## src/design/ldp_pkg.sv

```systemverilog
// Package for the streaming quantile estimator: payload structs, FSM states,
// command and status structs and register indexes. No dependencies.
package ldp_pkg;

  localparam int COUNT_BITS_DEF = 32;
  localparam int FRAC_BITS_DEF  = 16;
  localparam int DIV_BITS       = 56;

  localparam logic [1:0] REG_TARGET = 2'd0;
  localparam logic [1:0] REG_MODE   = 2'd1;
  localparam logic [1:0] REG_KEEP   = 2'd2;
  localparam logic [1:0] REG_HALF   = 2'd3;

  typedef struct packed {
    logic [16:0] norm_sample;
    logic [15:0] random_u;
  } in_word_t;

  typedef struct packed {
    logic signed [19:0] perturbed_value;
    logic signed [23:0] quantile_estimate;
    logic signed [23:0] step_size;
  } out_word_t;

  typedef enum logic [3:0] {
    ST_IDLE, ST_RAND, ST_RDIV, ST_RFIN, ST_STAT, ST_DIV1, ST_DIV2,
    ST_UPD, ST_OUT
  } ldp_state_t;

  typedef struct packed {
    logic load_in;
    logic rand_prep;
    logic rand_div;
    logic rand_fin;
    logic stat;
    logic div1;
    logic div2;
    logic upd;
    logic out_load;
  } ldp_cmd_t;

  typedef struct packed {
    logic div_done;
    logic rand_need_div;
    logic first_item;
    logic mode;
  } ldp_sts_t;

endpackage

```

## src/design/ldp_ctrl.sv

```systemverilog
// Controller state machine for the estimator, sequencing the datapath.
// Depends on ldp_pkg.
module ldp_ctrl (
  input  logic clk,
  input  logic rst,
  input  logic in_valid,
  output logic in_stall,
  output logic out_valid,
  input  logic out_stall,
  input  ldp_pkg::ldp_sts_t sts,
  output ldp_pkg::ldp_cmd_t cmd
);
  import ldp_pkg::*;

  ldp_state_t state, state_next;
  logic ovalid;

  always_comb begin
    state_next = state;
    case (state)
      ST_IDLE: if (in_valid) state_next = ST_RAND;
      ST_RAND: state_next = sts.rand_need_div ? ST_RDIV : ST_RFIN;
      ST_RDIV: if (sts.div_done) state_next = ST_RFIN;
      ST_RFIN: state_next = sts.first_item ? ST_UPD : ST_STAT;
      ST_STAT: state_next = ST_DIV1;
      ST_DIV1: if (sts.div_done) state_next = sts.mode ? ST_DIV2 : ST_UPD;
      ST_DIV2: if (sts.div_done) state_next = ST_UPD;
      ST_UPD:  state_next = ST_OUT;
      ST_OUT:  if (!ovalid || !out_stall) state_next = ST_IDLE;
      default: state_next = ST_IDLE;
    endcase
  end

  always_comb begin
    cmd = '0;
    case (state)
      ST_IDLE: cmd.load_in = in_valid;
      ST_RAND: begin
        cmd.rand_prep = 1'b1;
        cmd.rand_div = sts.rand_need_div;
      end
      ST_RFIN: cmd.rand_fin = 1'b1;
      ST_STAT: cmd.stat = 1'b1;
      ST_DIV1: cmd.div1 = sts.div_done;
      ST_DIV2: cmd.div2 = sts.div_done;
      ST_UPD:  cmd.upd = 1'b1;
      ST_OUT:  cmd.out_load = !ovalid || !out_stall;
      default: cmd = '0;
    endcase
  end

  assign in_stall = (state != ST_IDLE);
  assign out_valid = ovalid;

  always_ff @(posedge clk) begin
    if (rst) begin
      state <= ST_IDLE;
      ovalid <= 1'b0;
    end else begin
      state <= state_next;
      if (cmd.out_load) ovalid <= 1'b1;
      else if (!out_stall) ovalid <= 1'b0;
    end
  end
endmodule

```

## config.mk

```make
export PLATFORM = sky130hd
export DESIGN_NAME = ldp_ctrl
export DESIGN_NICKNAME = d
export VERILOG_FILES = /design/src/design/ldp_pkg.sv /design/src/design/ldp_ctrl.sv
export SDC_FILE = /design/constraint.sdc
export NUM_CORES = 1
export LEC_CHECK = 0
export BUFFER_PORTS_ARGS = -buffer_cell sky130_fd_sc_hd__buf_2
export CORE_AREA = 5 5 42 44
export CTS_CLUSTER_DIAMETER = 200
export DETAILED_ROUTE_END_ITERATION = 12
export DIE_AREA = 0 0 47 49
export PLACE_DENSITY_LB_ADDON = 0.12
export RECOVER_POWER = 100
export SYNTH_ARGS = -nofsm -noshare
export SYNTH_HDL_FRONTEND = slang
export SYNTH_SLANG_ARGS = --single-unit
```

## constraint.sdc

```tcl
create_clock -name clk -period 4 [get_ports clk]
set_clock_uncertainty 0.15 [all_clocks]
set_input_delay 0.4 -clock clk [delete_from_list [all_inputs] [get_ports clk]]
set_output_delay 0.4 -clock clk [all_outputs]
set_load 0.01 [all_outputs]
```

Yosys cells after proc, flatten, opt, wreduce, memory -nomap -nowiden
Cells that the tools add are included.
{"block": "op_classes", "mux": 19, "n_eq_ne": 14, "reduce_logical": 6}
{"operator": "4-bit case mux with 9 select lines", "count": 1}
{"operator": "4-bit 2-to-1 mux", "count": 5}
{"operator": "4-bit by 3-bit == test with 1-bit output (second input constant)", "count": 4}
{"operator": "1-bit 2-to-1 mux", "count": 11}
{"operator": "2-bit inequality test (second input constant)", "count": 5}
{"operator": "4-bit by 2-bit == test with 1-bit output (second input constant)", "count": 2}
{"operator": "5-bit AND reduction", "count": 1}
{"operator": "4-bit by 1-bit == test with 1-bit output (second input constant)", "count": 1}
{"operator": "4-bit == test (second input constant)", "count": 1}
{"operator": "4-bit zero test", "count": 1}
{"operator": "2-bit 2-to-1 mux", "count": 2}
{"operator": "4-bit nonzero test", "count": 1}
{"operator": "1-bit zero test", "count": 2}
{"operator": "2-bit by 1-bit inequality test with 1-bit output (second input constant)", "count": 1}
{"operator": "1-bit logical OR", "count": 1}
{"block": "word_totals", "inputBits": 8, "regBits": 5}

Logic depth before layout (Yosys ltp)
Gate-level depths: netlist of the first run.
{"block": "depth", "word_depth": 4, "depth_mapped": 5, "ltp_nobuf": 4}

Worst setup path after synthesis of the first run
OpenSTA, ideal clock, no wires.
{"block": "synth_timing", "path_type": "register -> output", "from": "register state[0]", "to": "output cmd[6] (netlist name)", "stages_incl_launch_ff": 5, "required_time_ns": 3.450, "slack_ns": 2.281, "arrival_time_ns": 1.169, "path_cell_list": "dfxtp_1 -> buf_2 -> nand2b_1 -> nor3_1 -> and2_1"}
{"item": "start, declared", "line": "ldp_ctrl.sv:15", "rtl": "ldp_state_t state, state_next;"}
{"item": "start signal, assigned", "line": "ldp_ctrl.sv:60", "rtl": "state <= state_next;"}
{"item": "end, declared", "line": "ldp_ctrl.sv:11", "rtl": "output ldp_pkg::ldp_cmd_t cmd"}

==> results of run 1 <==
stage by stage:
step / instances / util (%) / cell area, µm²
after floorplan: 46 / - / 374
after global placement: 76 / 32.2 / 452
after detailed placement: 76 / 32.2 / 452
after CTS: 80 / 34.1 / 478
after global routing: 80 / 32.8 / 459
final: 80 / 32.8 / 459
metal layers:
metal	GRT usage [%]	up-vias	routed length, µm
met5	0	-	0
met4	8.29	0	21
met3	1.11	2	63
met2	12.7	13	393
met1	11.2	160	447
li1	-	205	-
placed cells by master, fill, tap and decap left out, drive strengths merged, types with 2 or more instances in the layout:
master   n
clkbuf  13
buf      9
nor4     5
dfxtp    5
a21oi    3
nand2    3
nand2b   2
nor3b    2
nor3     2
nor2     2
or4      2
inv      2
nor2b    2
o22ai    2
state kept, by name, indices dropped and copies added (netlist names):
register and flops:
out_valid 1, state 4
final cells by class:
cell class | instances | area share, %
well taps | 16 | 4.36
repair buffers | 18 | 17.2
flip-flops and latches | 5 | 21.8
inverters | 3 | 2.45
multi-input cells | 34 | 48.5
clock buffers | 4 | 5.72
power groups by stage:
stage	clock network, mW	registers, mW	logic [mW]
floorplan	0	0.0733	0.140
global placement	0	0.103	0.138
detailed placement	0	0.101	0.138
CTS	0.0634	0.100	0.138
global route	0.0671	0.103	0.142
finish	0.0611	0.0984	0.125
worst max-delay path: cells and delay by family, from the launching register on:
kind	cells	cell delay, ns
AND/OR/NAND/NOR	1	0.56
flip-flops	1	0.49
buffers and inverters	1	0.16
AO/OA/AOI/OAI	1	0.15
kinds of logic after synthesis:
kind of cell / count (synthesis) / share of synthesized area (%)
flip-flops: 5 / 26.8
multiplexers: 1 / 2.68
AO/OA/AOI/OAI: 9 / 16.7
buffers and inverters: 7 / 11.7
AND/OR/NAND/NOR: 23 / 39.8
XOR/XNOR: 1 / 2.34
worst max path at each step:
stage | to | start | depth (start not counted) | slack [ns]
2_1_floorplan | cmd[6] | state[0] | 4 | 2.28
3_3_place_gp | cmd[0] | state[1] | 3 | 2.20
3_5_place_dp | cmd[0] | state[3] | 3 | 2.17
4_1_cts | cmd[0] | state[3] | 3 | 1.90
5_1_grt | cmd[0] | state[1] | 3 | 1.77
6_report | cmd[0] | state[3] | 3 | 1.84
==> results.md, run 1 <==
* Status: finished clean
* Ys async rst share at 0%
* Flop pwr share at 34.5%
* R2r endpoint: state[0]
* Drt total wl at 925 µm
* Hpwl dp at 731 µm
* Hold Crit Start: rst
* Yosys top cell by area: dfxtp_1
* Initial drt markers at 2
* Global route overflow at 0
* Total track usage at 9.01%
* Hold path depth at 2
* Seq cells post-synth at 5
* Share of cells above drive strength 1 at 21.9%
* Lkg Pwr at 0.172 nW
* DIE WIDTH at around 47 µm
* Fill count at 171
* Clock transition at path regs at roughly 0.05 ns
* Vias per inst at roughly 4.8
* Period utilisation layout at 54.1%
* Yosys top cell area share at between 20% and 30%
* Worst ir drop on vdd at 0.197 mV
* Seq/Total Area, Yosys at about 27%
* Clock share of power at roughly a fifth
* Count of cell types in the netlist at 27
* Power per Cell Area at between 600 and 700 nW/µm²
* Die H at 49 µm
* Register-to-Register Path Depth at 4
* Clock latency on the worst-skew pair at between 0.2 and 0.3 ns
* CTS buffer count at 3
* Post-CTS Resized at 0
* Number of port buffers at 18
* I/O pin total at 19
* Hold_buf cts at 0
* FF+latch area at 100 µm²
* Critical path launch point type: flop
* Largest net degree at the start of global routing at 13
* Post-CTS Setup Bufs at 0
* Flop-to-flop setup slack at 2.34 ns
* Area of the die at 2300 µm²
* Synth Area per Inst at 8.13 µm²
* Area contributors post-synth: dfxtp_1 (27%), nor4_1 (8.4%), buf_6 (6.0%)
* Antenna violations before repair at 0
* Synth Cell Area at 374 µm²
* CP Max Fanout at 10
* Vias in the first global route at roughly 360
* WHS Endpoint: out_valid
* Post-Syn Instances at 46
* 1st-pass router iterations at 2
* Ys flop type: dfxtp_1
* Final Hold Viols at 0
* WP data required at 3.45 ns
* Maxcap violations at 0
* Post-Route Setup TNS at 0 ns
* Worst hold path class: primary input to flop
* CTS H-tree depth at 1
* Combinational share of power at between 40% and 50%
* Internal power at 161 µW
* Syn Nets at 54
* Initial Utilization at 26.7%
* Tot Pwr at 285 µW
* CTS root buffer: clkbuf_4
* Hold WS at 0.267 ns
* Multi-input gate area at 223 µm²
* FF-to-FF Start: state[3]
* Drt wl/cell at 11.6 µm
* Final net count at 73
* Least-Margin Pin Slew at 0.389 ns
* Achievable Freq at approximately 460 MHz
* Clock tree from TritonCTS: yes
* CP cell instances: or4b_1, a21oi_1, clkbuf_1
* Net Sw Frac at 43.4%
* Crit path DAT at 1.61 ns
* Antenna Violating Nets Remaining at 0
* Slew margin rel. at 73.9%
* Critical path type: flop to output port
* Worst Setup End Kind: output port
* Max-slew violations at 0
* Area delta synth->final at 22.7%
* First-pass GRT wire length at 1.48 mm
* Tmin final at approximately 2.2 ns
* Vias at 380
* DRC at 0
* Pre-CTS setup slack at ~2.2 ns
* Core area at around 1400 µm²
* Setup ws final at 1.84 ns
* Synth warn at 0
* Row count at 14
* Worst path max stage delay at 0.56 ns
* Worst path slowest cell: or4b_1
* Sink Count at 5
* GP Congestion at 0.719
* Number of synthesized flops with an enable pin at 0
* Commonest cells in the netlist: dfxtp_1 (5), nor4_1 (5), a21oi_1 (3)
* Diode count at 0
* Switching power at 124 µW
* Unrepaired setup endpoints after global routing: false
* Max Buffers Root-to-Sink at 2
* Setup violations, final at 0
Note: power is estimated with default switching activity, not from simulation.
==> run 2: changes to the inputs <==
==> constraint.sdc (replaced) <==
create_clock -name clk -period 1.95 [get_ports clk]
set_clock_uncertainty 0.15 [all_clocks]
set_input_delay 0.195 -clock clk [delete_from_list [all_inputs] [get_ports clk]]
set_output_delay 0.195 -clock clk [all_outputs]
set_load 0.01 [all_outputs]
==> run 2 against run 1 <==
Sequential cell count did not move. Worst setup slack got worse by 1.7 ns. Combinational power rose by 110%. Worst hold slack got worse by 0.22 ns. Critical path type unchanged. Largest power group unchanged. Highest routed layer unchanged.
==> results.md, run 2 (synthesized netlist as in run 1, its figures left out) <==
* Max-slew violations at 0 (unchanged)
* CTS buffer count at 3 (unchanged)
* Drt total wl at 1.01 mm (+8.9%)
* Top reg by flops: state
* CTS root buffer: clkbuf_4
* DRC at 0 (unchanged)
* Max FFs per register at 4 (unchanged)
* Initial drt markers at 13 (+11)
* Global route overflow at 0 (unchanged)
* Unrepaired setup endpoints after global routing: false
* Tot Pwr at 594 µW (+110%)
* Setup ws final at 0.109 ns (-1.73 ns)
* Core area at 1400 µm² (unchanged)
* Tmin final at 1.84 ns
* Period utilisation layout at 94.4%
* Row count at 14 (unchanged)
* Largest net degree at the start of global routing at 13 (unchanged)
* Critical path type: flop to output port
* Internal power at 335 µW (+110%)
* Post-route cell area at 467 µm² (+1.6%)
* Switching power at 260 µW (+110%)
* Crit path DAT at 1.50 ns (-0.11 ns)
* DIE WIDTH at 47 µm (unchanged)
* Vias at 419 (+10%)
* Diode count at 0 (unchanged)
* Total track usage at 9.73% (+0.72 points)
* Pre-CTS setup slack at 0.316 ns (-1.86 ns)
* Vias per inst at 5.24 (+10%)
* Status: finished clean
* Setup violations, final at 0 (unchanged)
* Sink Count at 5 (unchanged)
* Post-layout util at 33.3% (+0.54 points)
* Clock latency on the worst-skew pair at 0.24 ns (about the same)
* Max Buffers Root-to-Sink at 2 (unchanged)
* Clock transition at path regs at 0.04 ns (about the same)
* First-pass GRT wire length at 1.61 mm (+9.3%)
* I/O pin total at 19 (unchanged)
* Slew margin rel. at 72.8% (-1.2 points)
* Post-CTS Resized at 0 (unchanged)
* Antenna Violating Nets Remaining at 0 (unchanged)
* Flop pwr share at 35.5% (+1.0 points)
* Combinational share of power at 44.1% (about the same)
* GP Congestion at 0.733 (+1.9%)
* Least-Margin Pin Slew at 0.406 ns (+0.0174 ns)
* Drt wl/cell at 12.6 µm (+8.9%)
* Clock share of power at 20.5% (-0.9 points)
* Post-CTS Setup Bufs at 0 (unchanged)
* Critical path launch point type: flop
* Die H at 49 µm (unchanged)
* Lkg Pwr at 0.179 nW (+4.3%)
* CTS H-tree depth at 1 (unchanged)
* Hold_buf cts at 0 (unchanged)
* Initial Utilization at 26.7% (unchanged)
* Power per Cell Area at 1270 nW/µm² (+110%)
* Vias in the first global route at 378 (+5.3%)
* Clock tree from TritonCTS: yes
* Antenna violations before repair at 0 (unchanged)
* Number of port buffers at 18 (unchanged)
* Commonest non-fill, non-tap cells in the layout: clkbuf_1 (9), buf_2 (9), nor4_1 (5)
* Hpwl dp at 760 µm (+3.9%)
* Net Sw Frac at 43.7% (+0.31 points)
* Final std cells w/o fill at 80 (unchanged)
* Final net count at 73 (unchanged)
* Post-Route Setup TNS at 0 ns (unchanged)
* Worst ir drop on vdd at 0.658 mV (+230%)
* Final Hold Viols at 0 (unchanged)
* Area of the die at 2300 µm² (unchanged)
* Share of cells above drive strength 1 at 28.1% (+6.3 points)
* 1st-pass router iterations at 4 (+2)
* Achievable Freq at 543 MHz
* Fill count at 175 (+2.3%)
* Flop-to-flop setup slack at 0.32 ns (-2.02 ns)
* CP Max Fanout at 12 (+2)
* Worst Setup End Kind: output port
* Maxcap violations at 0 (unchanged)
* Worst hold path class: primary input to flop
* WP data required at 1.60 ns (-1.85 ns)
* Hold WS at 0.0515 ns (-0.216 ns)
* Placed instance count at 76 (unchanged)
* Area delta synth->final at 24.7%
* Area after DPL at 452 µm² (unchanged)
## run 2: changes by cell type in the layout (fill, tap and decap cells not counted)
| cell | previous run | this run |
|---|---|---|
| or4b_1 | 1 | 0 |
| clkbuf_1 | 10 | 9 |
| clkbuf_2 | 0 | 1 |
| dfxtp_1 | 5 | 3 |
| dfxtp_2 | 0 | 2 |
| or4b_4 | 0 | 1 |
| and2_0 | 1 | 0 |
| and2_1 | 0 | 1 |
## run 2: power by group through the flow
stage               Sequential [mW]  Clock (mW)  Combinational [mW]
global route                  0.220       0.132               0.292
global placement              0.211           0               0.286
floorplan                     0.150           0               0.287
CTS                           0.209       0.127               0.286
finish                        0.211       0.122               0.262
detailed placement            0.211           0               0.283
## run 2: worst paths after layout
check	startpoint	depth (start not counted)	end
worst min-delay path	rst	2	state[3]
worst min register to register	state[3]	1	state[2]
worst max register to register	state[2]	4	state[0]
worst max-delay path	state[1]	3	cmd[8]
## run 2: worst max-delay path, stage by stage, from the launching register on
cell,delay [ns]
dfxtp_2,0.37
or4_1,0.60
nor2_1,0.12
clkbuf_1,0.16
## run 2: cell type report
cell class | count | area, µm² | area share [%]
Clock buffer | 4 | 26.3 | 5.63
Timing Repair Buffer | 18 | 80.1 | 17.2
Multi-Input combinational cell | 34 | 226 | 48.5
Inverter | 3 | 11.3 | 2.41
Sequential cell | 5 | 103 | 22.0
Tap cell | 16 | 20.0 | 4.29
## run 2: routing by layer
layer | vias to the layer above | routed length [µm] | GRT usage [%]
met3 | 4 | 89 | 3.69
met1 | 188 | 433 | 12.4
met4 | 0 | 30 | 6.91
li1 | 205 | - | -
met5 | - | 0 | 0
met2 | 22 | 453 | 12.9
